`config.mk`:
```
export PLATFORM = sky130hd
export DESIGN_NAME = spectral_channel_power_top
export DESIGN_NICKNAME = d
export VERILOG_FILES = /design/src/rtl/scp_pkg.sv /design/src/rtl/scp_bin_gate.sv /design/src/rtl/scp_log_acc.sv /design/src/rtl/spectral_channel_power_top.sv
export SDC_FILE = /design/constraint.sdc
export NUM_CORES = 1
export LEC_CHECK = 0
export BUFFER_PORTS_ARGS = -buffer_cell sky130_fd_sc_hd__buf_2
export CORE_MARGIN = 4
export CORE_UTILIZATION = 61
export CTS_BUF_LIST = sky130_fd_sc_hd__clkbuf_4
export CTS_CLUSTER_DIAMETER = 120
export CTS_CLUSTER_SIZE = 24
export DETAILED_ROUTE_END_ITERATION = 10
export MAX_ROUTING_LAYER = met4
export PLACE_DENSITY = 0.77
export SLEW_MARGIN = 20
export SYNTH_ARGS = -nofsm -noshare
export SYNTH_HDL_FRONTEND = slang
export SYNTH_SLANG_ARGS = --single-unit
```
`constraint.sdc`:
```
create_clock -name clk_i -period 11.05 [get_ports clk_i]
set_input_delay 2.21 -clock clk_i [delete_from_list [all_inputs] [get_ports clk_i]]
set_output_delay 2.21 -clock clk_i [all_outputs]
set_load 0.01 [all_outputs]
```
`src/rtl/scp_pkg.sv`:
```
`timescale 1ns / 1ps
// ----------------------------------------------------------------------------
// scp_pkg: shared types and constants of the spectral channel power block
// Holds the word layouts, accumulator limits, register indexes and the
// function that generates the log-sum correction table at elaboration.
// ----------------------------------------------------------------------------
package scp_pkg;

  // field widths
  localparam int unsigned BinW  = 13;
  localparam int unsigned AccW  = 14;
  localparam int unsigned CorrW = 6;
  localparam int unsigned CfgW  = 13;

  // accumulator saturation limits, 1/16 dB
  localparam logic signed [AccW-1:0] AccMin = -14'sd4096;
  localparam logic signed [AccW-1:0] AccMax = 14'sd8191;

  // fixed-point constants of the correction table
  localparam logic [63:0] StepQ31 = 64'd2116800189;  // 10^(-1/160) in Q31
  localparam logic [63:0] KQ24    = 64'd808071242;   // 160*log10(2) in Q24

  // configuration register indexes
  typedef enum logic [1:0] {
    CFG_LO_BIN    = 2'd0,
    CFG_HI_BIN    = 2'd1,
    CFG_BIN_COUNT = 2'd2
  } cfg_reg_e;

  // bin word after the input register
  typedef struct packed {
    logic signed [BinW-1:0] x;
    logic                   last;
    logic                   in_chan;
  } bin_item_t;

  // accumulator state after one bin
  typedef struct packed {
    logic signed [AccW-1:0] acc;
    logic                   started;
  } acc_state_t;

  // corr(d) = round(160*log10(1 + 10^(-d/160))), exact integer form,
  // evaluated at elaboration only
  function automatic logic [CorrW-1:0] corr_entry(input int unsigned d);
    logic [63:0] r;
    logic [63:0] y;
    logic [63:0] res;
    logic [63:0] p;
    int unsigned k;
    int          i;
    r = 64'd1 << 31;
    for (k = 0; k < d; k++) begin
      r = (r * StepQ31 + (64'd1 << 30)) >> 31;
    end
    y   = (64'd1 << 30) + ((r + 64'd1) >> 1);
    res = 64'd0;
    if (y >= (64'd2 << 30)) begin
      res = 64'd1 << 30;
      y   = y >> 1;
    end
    for (i = 1; i <= 30; i++) begin
      y = (y * y) >> 30;
      if (y >= (64'd2 << 30)) begin
        y   = y >> 1;
        res = res | (64'd1 << (30 - i));
      end
    end
    p = res * KQ24;
    p = (p + (64'd1 << 53)) >> 54;
    return p[CorrW-1:0];
  endfunction

endpackage

```
`src/rtl/scp_bin_gate.sv`:
```
`timescale 1ns / 1ps
// ----------------------------------------------------------------------------
// scp_bin_gate: bin index counter and input register
// Counts bins of a spectrum, decides channel membership of each bin and
// holds one bin word for the accumulator stage.
// ----------------------------------------------------------------------------
module scp_bin_gate
  import scp_pkg::*;
#(
  parameter int unsigned MAX_BINS = 4096
) (
  input  logic                   clk_i,
  input  logic                   rst_ni,
  input  logic                   in_valid_i,
  output logic                   in_ready_o,
  input  logic signed [BinW-1:0] in_x_i,
  input  logic                   in_last_i,
  input  logic [CfgW-2:0]        lo_bin_i,
  input  logic [CfgW-1:0]        hi_bin_i,
  input  logic [CfgW-1:0]        bin_count_i,
  input  logic                   advance_i,
  output logic                   item_valid_o,
  output bin_item_t              item_o
);

  localparam int unsigned IdxW = $clog2(MAX_BINS + 1);
  localparam int unsigned CmpW = (IdxW > CfgW) ? IdxW : CfgW;

  logic            vld_q, vld_d;
  bin_item_t       item_q;
  logic [IdxW-1:0] idx_q, idx_d;
  logic [CmpW-1:0] idx_ext;
  logic            accept;
  logic            in_chan;

  assign in_ready_o = !vld_q || advance_i;
  assign accept     = in_valid_i && in_ready_o;

  // channel membership of the arriving bin
  assign idx_ext = CmpW'(idx_q);
  assign in_chan = (idx_ext >= CmpW'(lo_bin_i)) && (idx_ext <= CmpW'(hi_bin_i)) &&
                   (idx_ext < CmpW'(bin_count_i)) && (idx_q < IdxW'(MAX_BINS));

  // index counter, holds at the spectrum limit, clears after the last bin
  always_comb begin
    idx_d = idx_q;
    if (accept) begin
      if (in_last_i) begin
        idx_d = '0;
      end else if (idx_q < IdxW'(MAX_BINS)) begin
        idx_d = idx_q + IdxW'(1);
      end
    end
  end

  // word occupancy of the input register
  always_comb begin
    vld_d = vld_q;
    if (accept) begin
      vld_d = 1'b1;
    end else if (advance_i) begin
      vld_d = 1'b0;
    end
  end

  always_ff @(posedge clk_i or negedge rst_ni) begin
    if (!rst_ni) begin
      vld_q <= 1'b0;
      idx_q <= '0;
    end else begin
      vld_q <= vld_d;
      idx_q <= idx_d;
    end
  end

  // payload, no reset
  always_ff @(posedge clk_i) begin
    if (accept) begin
      item_q.x       <= in_x_i;
      item_q.last    <= in_last_i;
      item_q.in_chan <= in_chan;
    end
  end

  assign item_valid_o = vld_q;
  assign item_o       = item_q;

endmodule

```
`src/rtl/scp_log_acc.sv`:
```
`timescale 1ns / 1ps
// ----------------------------------------------------------------------------
// scp_log_acc: log-domain power accumulator
// acc = max(acc, x) + corr(|acc - x|), saturated, with the correction
// read from a constant table; the first bin of the channel loads acc.
// ----------------------------------------------------------------------------
module scp_log_acc
  import scp_pkg::*;
#(
  parameter int unsigned CORR_DEPTH = 512
) (
  input  logic       clk_i,
  input  logic       rst_ni,
  input  logic       step_i,
  input  bin_item_t  item_i,
  output acc_state_t next_o
);

  localparam int unsigned CorrAw = $clog2(CORR_DEPTH);

  logic [CorrW-1:0]        corr_tab [CORR_DEPTH];
  logic signed [AccW-1:0]  acc_q, acc_d;
  logic                    started_q, started_d;
  logic signed [AccW-1:0]  x_ext;
  logic signed [AccW:0]    diff;
  logic [AccW-1:0]         delta;
  logic signed [AccW-1:0]  hi;
  logic [CorrW-1:0]        corr;
  logic signed [AccW:0]    sum;
  logic signed [AccW-1:0]  sat;

  // correction table, constant
  for (genvar g = 0; g < CORR_DEPTH; g++) begin : g_corr
    assign corr_tab[g] = corr_entry(g);
  end

  // compare, distance and lookup
  assign x_ext = AccW'($signed(item_i.x));
  assign diff  = (AccW+1)'(acc_q) - (AccW+1)'(x_ext);
  assign hi    = diff[AccW] ? x_ext : acc_q;
  assign delta = diff[AccW] ? AccW'(-diff) : AccW'(diff);
  assign corr  = (delta < AccW'(CORR_DEPTH)) ? corr_tab[delta[CorrAw-1:0]] : '0;

  // add and saturate
  assign sum = (AccW+1)'(hi) + $signed({{(AccW+1-CorrW){1'b0}}, corr});
  always_comb begin
    if (sum > (AccW+1)'(AccMax)) begin
      sat = AccMax;
    end else if (sum < (AccW+1)'(AccMin)) begin
      sat = AccMin;
    end else begin
      sat = AccW'(sum);
    end
  end

  // accumulator after this bin
  always_comb begin
    acc_d     = acc_q;
    started_d = started_q;
    if (item_i.in_chan) begin
      started_d = 1'b1;
      acc_d     = started_q ? sat : x_ext;
    end
  end

  assign next_o.acc     = acc_d;
  assign next_o.started = started_d;

  // state registers, cleared after the last bin of a spectrum
  always_ff @(posedge clk_i or negedge rst_ni) begin
    if (!rst_ni) begin
      acc_q     <= AccMin;
      started_q <= 1'b0;
    end else if (step_i) begin
      if (item_i.last) begin
        acc_q     <= AccMin;
        started_q <= 1'b0;
      end else begin
        acc_q     <= acc_d;
        started_q <= started_d;
      end
    end
  end

endmodule

```
`src/rtl/spectral_channel_power_top.sv`:
```
`timescale 1ns / 1ps
// ----------------------------------------------------------------------------
// spectral_channel_power_top: log-domain channel power of a spectrum stream
// Sums the bins of one channel in 1/16 dB and reports the total with a
// range status on the last bin of each spectrum.
// ----------------------------------------------------------------------------
// The block takes one bin word per clock cycle and keeps that rate for any
// spectrum length. A bin word passes the input register, then the
// combinational accumulator stage (compare, subtract, table lookup, add and
// clamp), and the result lands in the output register as the word carrying
// tlast leaves the accumulator stage. Input only stalls when the next last
// bin reaches the accumulator while the previous result is still unread. Bins
// are counted from 0 after reset and after every tlast; a bin enters the sum
// when its index lies from the first channel bin (register 0) to the last
// channel bin (register 1) inclusive, below bin_count (register 2) and below
// MAX_BINS. tuser is 1 for an invalid range (first channel bin not below the
// last one, or last channel bin above bin_count), and tdata then reads
// -4096, as it does when no bin fell into the channel. Write the
// configuration registers only while no spectrum is in flight.
// ----------------------------------------------------------------------------
module spectral_channel_power_top
  import scp_pkg::*;
#(
  parameter int unsigned MAX_BINS   = 4096,
  parameter int unsigned CORR_DEPTH = 512
) (
  input  logic        clk_i,
  input  logic        rst_ni,
  // configuration write port
  input  logic        cfg_we_i,
  input  logic [1:0]  cfg_addr_i,
  input  logic [12:0] cfg_data_i,
  // bin stream
  input  logic        s_axis_tvalid,
  output logic        s_axis_tready,
  input  logic [15:0] s_axis_tdata,   // [12:0] bin_power_db, [15:13] zero
  input  logic        s_axis_tlast,
  // result stream
  output logic        m_axis_tvalid,
  input  logic        m_axis_tready,
  output logic [15:0] m_axis_tdata,   // [13:0] channel_power_db, [15:14] zero
  output logic        m_axis_tuser    // [0] status
);

  logic [CfgW-2:0]        lo_bin_q;
  logic [CfgW-1:0]        hi_bin_q;
  logic [CfgW-1:0]        bin_count_q;
  logic                   item_valid;
  bin_item_t              item;
  acc_state_t             acc_next;
  logic                   advance;
  logic                   bad_range;
  logic                   out_valid_q, out_valid_d;
  logic                   out_status_q;
  logic signed [AccW-1:0] out_power_q;

  // configuration registers
  always_ff @(posedge clk_i or negedge rst_ni) begin
    if (!rst_ni) begin
      lo_bin_q    <= '0;
      hi_bin_q    <= 13'd1;
      bin_count_q <= 13'd4096;
    end else if (cfg_we_i) begin
      case (cfg_addr_i)
        CFG_LO_BIN:    lo_bin_q    <= cfg_data_i[CfgW-2:0];
        CFG_HI_BIN:    hi_bin_q    <= cfg_data_i;
        CFG_BIN_COUNT: bin_count_q <= cfg_data_i;
        default: ;
      endcase
    end
  end

  // input register and bin index
  scp_bin_gate #(
    .MAX_BINS(MAX_BINS)
  ) u_bin_gate (
    .clk_i       (clk_i),
    .rst_ni      (rst_ni),
    .in_valid_i  (s_axis_tvalid),
    .in_ready_o  (s_axis_tready),
    .in_x_i      (s_axis_tdata[BinW-1:0]),
    .in_last_i   (s_axis_tlast),
    .lo_bin_i    (lo_bin_q),
    .hi_bin_i    (hi_bin_q),
    .bin_count_i (bin_count_q),
    .advance_i   (advance),
    .item_valid_o(item_valid),
    .item_o      (item)
  );

  // accumulator stage
  scp_log_acc #(
    .CORR_DEPTH(CORR_DEPTH)
  ) u_log_acc (
    .clk_i (clk_i),
    .rst_ni(rst_ni),
    .step_i(advance),
    .item_i(item),
    .next_o(acc_next)
  );

  // a last word needs a free output slot, other words always move on
  assign advance = item_valid && (!item.last || !out_valid_q || m_axis_tready);

  assign bad_range = (CfgW'(lo_bin_q) >= hi_bin_q) || (hi_bin_q > bin_count_q);

  // output register occupancy
  always_comb begin
    out_valid_d = out_valid_q;
    if (advance && item.last) begin
      out_valid_d = 1'b1;
    end else if (m_axis_tready) begin
      out_valid_d = 1'b0;
    end
  end

  always_ff @(posedge clk_i or negedge rst_ni) begin
    if (!rst_ni) begin
      out_valid_q <= 1'b0;
    end else begin
      out_valid_q <= out_valid_d;
    end
  end

  // result payload
  always_ff @(posedge clk_i) begin
    if (advance && item.last) begin
      out_status_q <= bad_range;
      out_power_q  <= (bad_range || !acc_next.started) ? AccMin : acc_next.acc;
    end
  end

  assign m_axis_tvalid = out_valid_q;
  assign m_axis_tdata  = {2'b00, out_power_q};
  assign m_axis_tuser  = out_status_q;

endmodule

```
==> impl_metrics.py <==
metrics = {
    "power_and_ir_drop": {
        "power.switching_uw": 657.5,
        "power.share.switching": 0.4483,
        "ir_drop_mv": 0.1134,
        "leakage_nw": 4.007,
        "internal-power_uw": 809.1,
        "combinationalPowerShare": 0.547,
        "powerDensity_nw_per_um2": 168.0,
        "seqPwrFrac": 0.320,
        "clkPwrFrac": 0.133,
    },
    "die": {
        "dieArea_sq_um": 15430,
        "boundaryPins": 56,
        "fp.dieW_um": 124.2,
        "start_util": 0.6222,
        "core_area_sq_um": 13240,
        "die_height_um": 124.2,
        "rows": 42,
    },
    "synthesis": {
        "postSynthAreaPerCell_sq_um": 9.044,
        "yosys.area.top_type_share": 0.1944,
        "synthArstFlopShare": 0.6939,
        "yosys_warnings": 0,
        "synth_fa_ha_area_frac": 0.1506,
        "seq_area_frac_synth": 0.3165,
        "synthTopCellsByArea": "dfrtp_1, ha_1, edfxtp_1",
        "synth_edf_count": 30,
        "synth.distinct_cells": 78,
        "synth_compound_area_frac": 0.2243,
        "yosysMostFrequentCell": "ha_1",
        "synth-xor-area-share": 0.04328,
        "synth-main-ff-cell": "dfrtp_1",
        "yosys.area_share.simple": 0.1570,
        "synth-seq-cells": 98,
        "ys_top_cells_by_count": "ha_1, inv_1, o21ai_0",
        "syn_inst": 911,
        "synthesis.area_sq_um": 8239,
        "synth_top_family_by_area": "compound AO/OA/AOI/OAI gates",
        "muxShareOfSynthArea": 0.05148,
        "synth_area_leader_cell": "dfrtp_1",
    },
    "placement": {
        "port_buffers": 50,
        "post-dp-hpwl_um": 15560,
        "place_area_sq_um": 8588,
        "finalWeightedCongestion": 0.9286,
    },
    "grt": {
        "grt_pass1_wl_um": 34190,
        "antenna_found_initial": 0,
        "grt.total_usage": 0.2736,
        "grt_pass1_vias": 6818,
        "grt_max_degree": 69,
        "overflow": 0,
    },
    "sta": {
        "holdWs_ns": 0.5227,
        "hold_viol": 0,
        "setup_tns_ns": 0,
        "setup_viol": 0,
        "slew-limit-headroom": 0.3272,
        "slew_violations": 0,
        "post-route-period-util": 0.7217,
        "rsz0062_at_grt": "no",
        "clock.fmax_mhz": 125.4,
        "finalCriticalPeriod_ns": 7.975,
        "fin_worst_skew_ns": 0.02459,
        "tightest_slew_ns": 1.005,
    },
    "detailed_routing": {
        "vias": 7155,
        "firstDrtPassIters": 9,
        "drt_iter0_drc": 901,
        "ant_nets": 0,
        "wl_per_cell_um": 18.18,
        "drc": 0,
        "routed_wirelength_um": 20380,
        "via_per_inst": 6.383,
    },
    "cts": {
        "cts_buffers": 9,
        "clk_pin_slew_ns": 0.14,
        "numClockSinks": 98,
        "clock-root-buffer": "clkbuf_4",
        "clk_path_buf_depth": 2,
        "hold_buffers": 0,
        "cts_tree": "done",
        "h-tree-depth": 3,
        "cts_resized": 0,
        "post_cts_buffers": 0,
        "clock_latency_ns": 0.48,
    },
    "worst_setup_path": {
        "crit_path_max_fanout": 17,
        "cpPeakStageDelay_ns": 0.51,
        "cp.arrival_ns": 8.21,
        "cp.required_ns": 11.28,
        "endpoint_kind": "register",
        "critPathKind": "reg2reg",
        "start_kind": "register",
        "path_delay_family": "compound AO/OA/AOI/OAI gates",
        "crit_buf_inv": 3,
        "crit_top_cell": "ha_1",
        "critPathSlowestCell": "a211o_1",
    },
    "run_status": {
        "status": "completed",
    },
    "layout": {
        "area_growth_pct": 5.968,
        "final_core_util": 0.6593,
        "post-route-cell-area_sq_um": 8731,
        "fillers": 1132,
        "finalNetCount": 1075,
        "drive_above_1_share": 0.1354,
        "diodes": 0,
    },
    "run": {
        "max_cap_viol_count": 0,
    },
    "min_path": {
        "holdCritPathClass": "reg2reg",
    },
}
==> kinds of logic after synthesis <==
family,count (synthesis)
compound gates,270
simple gates,251
fa+ha+maj,98
flops,98
mux,38
buf+inv,116
other cells,1
xor+xnor,39
==> worst paths after layout <==
check | depth (start not counted) | startpoint | end | slack (ns)
max in group asynchronous | 2 | rst_ni | u_log_acc.acc_q[9] | 8.58
max reg2reg | 27 | u_bin_gate.item_o[2] | out_power_q[11] | 3.08
min | 1 | bin_count_q[9] | bin_count_q[9] | 0.52
min in group asynchronous | 2 | rst_ni | u_log_acc.acc_q[6] | 1.91
min reg2reg | 1 | bin_count_q[9] | bin_count_q[9] | 0.52
max | 27 | u_bin_gate.item_o[2] | out_power_q[11] | 3.08
==> state kept, by name (all words and copies together), names as in the netlist <==
name and count:
u_bin_gate.item_o 15, out_power_q 14, u_log_acc.acc_q 14, bin_count_q 13, hi_bin_q 13, u_bin_gate.idx_ext 13
lo_bin_q 12, m_axis_tuser 1, m_axis_tvalid 1, u_bin_gate.item_valid_o 1, u_log_acc.started_q 1
==> per-stage QoR <==
step / total power, mW / cells / worst slack [ns]
6_report: 1.467 / 1121 / 3.075
5_1_grt: 1.585 / 1121 / 2.629
4_1_cts: 1.451 / 1121 / 3.237
3_5_place_dp: 1.257 / 1105 / 3.277
3_3_place_gp: 1.245 / 1105 / 3.398
2_1_floorplan: 1.073 / 912 / 4.335
==> routing by layer <==
metal | share of wire | up-vias | global-route usage
li1 | - | 3436 | -
met1 | 0.47 | 3411 | 0.3972
met2 | 0.44 | 275 | 0.4036
met3 | 0.074 | 33 | 0.03952
met4 | 0.019 | 0 | 0.07350
met5 | 0 | - | -
==> power groups by stage <==
stage	Combinational [mW]	Clock (mW)	Sequential, mW
final	0.802	0.194	0.470
after global routing	0.897	0.212	0.475
after CTS	0.786	0.197	0.468
after detailed placement	0.781	0	0.476
after global placement	0.772	0	0.473
after floorplan	0.614	0	0.460
==> cell type report <==
cell class	count	area [sq um]	area share
clock buffers	10	75.07	0.008598
clock inverters	6	67.56	0.007739
inverters	77	289.0	0.03310
multi-input cells	698	5176	0.5929
flip-flops and latches	98	2608	0.2987
well taps	176	220.2	0.02522
repair buffers	56	295.3	0.03382
==> placed cells by master, fill, tap and decap left out, types with 16 or more instances in the layout <==
| cell type | netlist | final |
|---|---|---|
| nor2_1 | 47 | 47 |
| a32o_1 | 19 | 19 |
| a21o_1 | 26 | 26 |
| xnor2_1 | 23 | 23 |
| dfrtp_1 | 64 | 64 |
| mux2_2 | 28 | 28 |
| ha_1 | 96 | 96 |
| o211ai_1 | 18 | 18 |
| edfxtp_1 | 30 | 30 |
| nand2_1 | 60 | 60 |
| o21a_1 | 16 | 16 |
| a21oi_1 | 45 | 45 |
| nand4_1 | 21 | 21 |
| inv_1 | 76 | 76 |
| buf_2 | 10 | 50 |
| nand3_1 | 23 | 23 |
| o21ai_0 | 65 | 65 |
Note: power is estimated with default switching activity, not from simulation.
